`src/ikst_pkg.sv`:
```
// Package for the integer key set table: table size, derived widths,
// operation and status codes. No dependencies.
package ikst_pkg;

    localparam int CAPACITY = 64;
    localparam int IDX_W    = (CAPACITY > 1) ? $clog2(CAPACITY) : 1;
    localparam int ADDR_W   = IDX_W + 1;
    localparam int CNT_W    = $clog2(CAPACITY + 1);
    localparam int KEY_W    = 32;
    localparam int OP_W     = 2;
    localparam int ENTRY_W  = 7;

    localparam logic [OP_W-1:0] OP_ADD    = 2'd0;
    localparam logic [OP_W-1:0] OP_REMOVE = 2'd1;
    localparam logic [OP_W-1:0] OP_QUERY  = 2'd2;

    localparam logic STAT_DONE = 1'b0;
    localparam logic STAT_FULL = 1'b1;

endpackage

```
`src/integer_key_set_table_top.sv`:
```
// Integer key set table: bounded set of distinct 32-bit keys, scanned by
// one shared comparator. Depends on ikst_pkg.
//
// Usage: raise start with an operation (add, remove, query) and a key while
// busy is low; the transaction is taken on that clock edge and busy rises.
// The table is then scanned one slot per cycle through a single key
// comparator fed by the key memory's registered read port, which finds both
// the slot holding the key and the lowest free slot. In the cycle after the
// last compare the table is updated, and on the next cycle the result
// (was_present, status, entry_count) shows for exactly one cycle under
// o_result_valid; the receiver cannot stall it, so capture it then. busy is
// already low in the strobe cycle, so a new transaction may be started
// there; until then busy holds off new transactions while every slot is
// scanned and the table is updated.
// Adding a new key to a full table is rejected with status 1. After reset
// all slots are empty at once: no clearing pass is needed.
module integer_key_set_table_top (
    input  logic                        i_clk,
    input  logic                        i_rst_n,
    input  logic                        start,
    output logic                        busy,
    input  logic [ikst_pkg::OP_W-1:0]   i_operation,
    input  logic signed [ikst_pkg::KEY_W-1:0] i_key,
    output logic                        o_result_valid,
    output logic                        o_was_present,
    output logic                        o_status,
    output logic [ikst_pkg::ENTRY_W-1:0] o_entry_count
);

    // One-hot sequencer: idle, scan the table, apply the update.
    typedef enum logic [2:0] {
        ST_IDLE = 3'b001,
        ST_SCAN = 3'b010,
        ST_DONE = 3'b100
    } t_state;

    t_state r_state, n_state;

    // Captured transaction
    logic [ikst_pkg::OP_W-1:0]  r_op;
    logic [ikst_pkg::KEY_W-1:0] r_key;

    // Read issue counter: counts to CAPACITY, so one bit wider than the index
    logic [ikst_pkg::ADDR_W-1:0] r_addr, n_addr;
    logic                        issue;

    // Key memory, valid bits and entry count
    logic [ikst_pkg::KEY_W-1:0]  r_key_mem [ikst_pkg::CAPACITY];
    logic [ikst_pkg::CAPACITY-1:0] r_slot_valid, n_slot_valid;
    logic [ikst_pkg::CNT_W-1:0]  r_count, n_count;

    // Compare stage: registered read data and its slot index
    logic [ikst_pkg::KEY_W-1:0]  r_rd_data;
    logic [ikst_pkg::IDX_W-1:0]  r_rd_idx;
    logic                        r_rd_vld;
    logic                        r_rd_last;

    // Scan results
    logic                        r_hit_found, n_hit_found;
    logic [ikst_pkg::IDX_W-1:0]  r_hit_idx, n_hit_idx;
    logic                        r_free_found, n_free_found;
    logic [ikst_pkg::IDX_W-1:0]  r_free_idx, n_free_idx;

    // Update and result
    logic                        mem_we;
    logic                        cur_valid;
    logic                        cur_match;
    logic                        accept;
    logic                        n_result_valid;
    logic                        n_status;

    assign accept = start && (r_state == ST_IDLE);
    assign busy   = (r_state != ST_IDLE);
    assign issue  = (r_state == ST_SCAN) &&
                    (r_addr < ikst_pkg::ADDR_W'(ikst_pkg::CAPACITY));

    // Shared comparator on the slot coming out of the memory
    assign cur_valid = r_slot_valid[r_rd_idx];
    assign cur_match = r_rd_vld && cur_valid && (r_rd_data == r_key);

    always_comb begin
        n_state        = r_state;
        n_addr         = r_addr;
        n_hit_found    = r_hit_found;
        n_hit_idx      = r_hit_idx;
        n_free_found   = r_free_found;
        n_free_idx     = r_free_idx;
        n_slot_valid   = r_slot_valid;
        n_count        = r_count;
        n_result_valid = 1'b0;
        n_status       = ikst_pkg::STAT_DONE;
        mem_we         = 1'b0;

        case (r_state)
            ST_IDLE: begin
                if (start) begin
                    n_state      = ST_SCAN;
                    n_addr       = '0;
                    n_hit_found  = 1'b0;
                    n_free_found = 1'b0;
                end
            end
            ST_SCAN: begin
                if (issue) begin
                    n_addr = r_addr + ikst_pkg::ADDR_W'(1);
                end
                // keep the first hit and the lowest free slot
                if (cur_match && !r_hit_found) begin
                    n_hit_found = 1'b1;
                    n_hit_idx   = r_rd_idx;
                end
                if (r_rd_vld && !cur_valid && !r_free_found) begin
                    n_free_found = 1'b1;
                    n_free_idx   = r_rd_idx;
                end
                if (r_rd_vld && r_rd_last) begin
                    n_state = ST_DONE;
                end
            end
            ST_DONE: begin
                n_state        = ST_IDLE;
                n_result_valid = 1'b1;
                case (r_op)
                    ikst_pkg::OP_ADD: begin
                        if (!r_hit_found) begin
                            if (r_free_found) begin
                                mem_we                   = 1'b1;
                                n_slot_valid[r_free_idx] = 1'b1;
                                n_count = r_count + ikst_pkg::CNT_W'(1);
                            end else begin
                                n_status = ikst_pkg::STAT_FULL;
                            end
                        end
                    end
                    ikst_pkg::OP_REMOVE: begin
                        if (r_hit_found) begin
                            n_slot_valid[r_hit_idx] = 1'b0;
                            n_count = r_count - ikst_pkg::CNT_W'(1);
                        end
                    end
                    default: begin
                        // query and the unused code change nothing
                    end
                endcase
            end
            default: begin
                n_state = ST_IDLE;
            end
        endcase
    end

    // Control state
    always_ff @(posedge i_clk) begin
        if (!i_rst_n) begin
            r_state        <= ST_IDLE;
            r_addr         <= '0;
            r_rd_vld       <= 1'b0;
            r_hit_found    <= 1'b0;
            r_free_found   <= 1'b0;
            r_slot_valid   <= '0;
            r_count        <= '0;
            o_result_valid <= 1'b0;
        end else begin
            r_state        <= n_state;
            r_addr         <= n_addr;
            r_rd_vld       <= issue;
            r_hit_found    <= n_hit_found;
            r_free_found   <= n_free_found;
            r_slot_valid   <= n_slot_valid;
            r_count        <= n_count;
            o_result_valid <= n_result_valid;
        end
    end

    // Payload: captured transaction, scan indexes, result fields
    always_ff @(posedge i_clk) begin
        if (accept) begin
            r_op  <= i_operation;
            r_key <= i_key;
        end
        r_rd_idx   <= r_addr[ikst_pkg::IDX_W-1:0];
        r_rd_last  <= (r_addr == ikst_pkg::ADDR_W'(ikst_pkg::CAPACITY - 1));
        r_hit_idx  <= n_hit_idx;
        r_free_idx <= n_free_idx;
        if (n_result_valid) begin
            o_was_present <= r_hit_found;
            o_status      <= n_status;
            o_entry_count <= ikst_pkg::ENTRY_W'(n_count);
        end
    end

    // Key memory: one write port, one registered read port
    always_ff @(posedge i_clk) begin
        if (mem_we) begin
            r_key_mem[r_free_idx] <= r_key;
        end
        if (issue) begin
            r_rd_data <= r_key_mem[r_addr[ikst_pkg::IDX_W-1:0]];
        end
    end

endmodule

```
`config.mk`:
```
export PLATFORM = sky130hd
export DESIGN_NAME = integer_key_set_table_top
export DESIGN_NICKNAME = d
export VERILOG_FILES = /design/src/ikst_pkg.sv /design/src/integer_key_set_table_top.sv
export SDC_FILE = /design/constraint.sdc
export NUM_CORES = 2
export LEC_CHECK = 0
export BUFFER_PORTS_ARGS = -buffer_cell sky130_fd_sc_hd__buf_2
export CAP_MARGIN = 10
export CORE_ASPECT_RATIO = 0.75
export CORE_MARGIN = 5
export CORE_UTILIZATION = 30
export CTS_CLUSTER_SIZE = 12
export DETAILED_ROUTE_END_ITERATION = 6
export PLACE_DENSITY_LB_ADDON = 0.2
export SETUP_SLACK_MARGIN = 0.2
export SYNTH_ARGS = -nofsm -noshare
export SYNTH_HDL_FRONTEND = slang
export SYNTH_SLANG_ARGS = --single-unit
```
`constraint.sdc`:
```
create_clock -name i_clk -period 3.6 [get_ports i_clk]
set_input_delay 0.36 -clock i_clk [delete_from_list [all_inputs] [get_ports i_clk]]
set_output_delay 0.36 -clock i_clk [all_outputs]
set_load 0.02 [all_outputs]
```
==> flow_summary.toml <==
[logic_synthesis]
synth_edf_count = 2135
syn_area_per_cell_um2 = 23.0
ys_async_sr_fraction = 0
yosysWarnings = 0
synth_ff_type = "edfxtp_1"
synth.top_cells.by_area = "edfxtp_1 75%, mux4_2 17%, dfxtp_1 2.2%"
syn_area_um2 = 85100
synth_common_cells = "2135 x edfxtp_1, 656 x mux4_2, 158 x nor2_1"
synth_top_area_share = 0.754
synth.distinct_cells = 45
synth_area_leader_cell = "edfxtp_1"
ys_seq_area_frac = 0.775
yosysMostFrequentCell = "edfxtp_1"
ys_ff_latch = 2227
syn_inst = 3690
syn-num-nets = 3730

[setup_path]
cp_slowest_stage_delay_ps = 530
startpoint_type = "flop"
path_class = "flop to flop"
cp.arrival_ps = 3880
critPathSlowestCell = "dfxtp_4"
cp_max_fo = 18
cp_cell_sequence = "buf_12 -> buf_12 -> mux4_2 -> mux4_2 -> nor2b_1 -> a211oi_4 -> buf_4 -> a21oi_1"
worstPathRequired_ps = 4220
critPathCaptureType = "flop"

[power_and_ir_drop]
combPwrFrac = 0.023
pwr-share-clk = 0.424
seqPwrFrac = 0.553
sw_frac_of_total = 0.207
p_leak_nw = 29.3
p_per_area_nw_per_um2 = 515
switchingPower_mw = 10.7
p_int_mw = 41.0
irDropWorstVdd_mv = 0.377

[floorplan]
die_w_um = 625
io_pins = 48
std_cell_rows = 169
start_util = 0.301
core_um2 = 283000
die-area_um2 = 294000
die_h_um = 471

[layout]
finish.utilization = 0.355
drive_gt1_frac = 0.308
area_growth_pct = 17.9
nets = 4119
fin_area_um2 = 100000
fill_cells = 25900

[run_status]
status = "finished, final reports clean"

[global_routing]
grt-ovfl-total = 0
grt_pass1_vias = 41500
grt_pass1_wl_um = 347000
antenna_found_initial = 18
track_usage = 0.169
grt_max_degree = 65

[detailed_routing]
num_vias = 41200
drtPass1Iterations = 5
post_drt_wl_per_cell_um = 31.5
routed_wl_um = 252000
routed_via_density = 5.15
drcViolationCount = 0
drtIter0Drc = 5219
antenna_left = 0

[placed_design]
dp.final_hpwl_um = 140000
postPlaceCellArea_um2 = 93200
gp_congestion = 0.750
portBuffers = 47

[timing]
fin_crit_ps = 3260
tightestPinTransition_ps = 1190
post-route-period-util = 0.906
maxSlewViolCount = 0
rsz0062_at_grt = "no"
clock.fmax_mhz = 306
setup_viol = 0
fin_skew_ps = 51.5
finalHoldViolCount = 0
slew_headroom = 0.205

[clock_network]
clock_path_buffers = 4
root_buffer = "clkbuf_16"
cts.reportedPaths.clkPinSlew_ps = 60
htree_levels = 4
numCtsBuffers = 232
cts_tree = "done"
cts.sinks = 2227
post_cts_buffers = 0
clock_latency_ps = 890

[worst_hold_path]
hold_path.class = "input port to flop"

[job]
cap_violations = 0
-- path summary, 6_finish.rpt --
kind	from	to	slack (ps)	cells after the start
setup reg to reg	r_addr[0]$_SDFFE_PN0P_	r_rd_data[1]$_DFFE_PP_	340	8
hold reg to reg	r_rd_last$_DFF_P_	r_state[2]$_SDFFE_PN0P_	440	2
hold / removal	i_key[12]	r_key[12]$_DFFE_PP_	180	2
setup / recovery	r_addr[0]$_SDFFE_PN0P_	r_rd_data[1]$_DFFE_PP_	340	8
-- area by class of cell --
type	instances	area, um^2	share of cell area
Tap cell	3762	4710	0.0470
Multi-Input combinational cell	1273	18800	0.188
Antenna cell	16	40.0	0.000399
Clock inverter	80	500	0.00499
Clock buffer	303	6150	0.0613
Inverter	7	26.3	0.000262
Sequential cell	2227	66000	0.658
Timing Repair Buffer	338	4050	0.0404
-- cells in the final DEF (no fill, tap or decap), types with 65 or more instances in the layout --
cell	synthesis	final
edfxtp_1	2135	2135
mux4_2	656	656
clkbuf_16	0	235
buf_4	11	133
buf_12	0	120
nor2_1	158	93
a21oi_1	91	90
dfxtp_1	92	85
nor3_1	71	71
clkbuf_1	92	67
nor2_4	0	65
-- per-stage QoR --
step	hold slack (ps)	TNS, ps	setup WS, ps	total power, mW	std cells
after floorplan	329	0	148	29.7	3690
after global placement	440	-484	-448	30.2	7570
after detailed placement	439	0	32.5	30.3	7571
after CTS	91.2	0	193	52.3	7990
after global routing	123	0	222	53.5	7991
final	176	0	337	51.7	8006
-- routing by layer --
metal / share of wire / vias up / track usage
met3: 0.066 / 252 / 0.0329
met4: 0.014 / 0 / 0.0259
met1: 0.49 / 23000 / 0.267
li1: - / 16500 / -
met5: 0 / - / 0
met2: 0.43 / 1519 / 0.243
-- critical path: cells and delay by family (launching register included) --
family | cells | cell delay, ps
AND/OR/NAND/NOR | 1 | 180
AO/OA/AOI/OAI | 2 | 480
multiplexers | 2 | 1030
flip-flops | 1 | 530
buffers and inverters | 3 | 700
-- registers in the layout (all words and copies together) (netlist names) --
signal,cells
r_hit_found,1
o_entry_count,7
r_count,7
r_slot_valid,64
r_state,3
r_key,32
r_free_found,1
o_result_valid,1
r_rd_idx,6
r_rd_vld,1
r_op,2
r_rd_data,32
r_free_idx,6
r_addr,7
r_hit_idx,6
o_status,1
o_was_present,1
r_rd_last,1
r_key_mem,2048
-- repair_timing --
action                                 in CTS  in global routing
setup endpoints to repair                   2                  3
endpoints found under the hold margin      51                  0
pin swaps                                   0                  0
resized for setup                           2                  4
cloned                                      0                  0
hold buffers                               36                  0
-- power by group through the flow --
stage | sequential [mW] | clock (mW) | combinational (mW)
after floorplan | 29.3 | 0 | 0.429
after global placement | 29.1 | 0 | 1.13
after detailed placement | 29.1 | 0 | 1.16
after CTS | 28.6 | 22.5 | 1.19
after global routing | 28.5 | 23.7 | 1.26
final | 28.6 | 21.9 | 1.18
-- cells by family after synthesis --
group,share of synthesized area
AOI/OAI and AO/OA,0.0104
buffers and inverters,0.00972
xor gates and xnor gates,0.00402
muxes,0.179
adders and majority gates,0.000441
DFF,0.775
and+or+nand+nor,0.0209
Power figures use the tool's default switching activity.
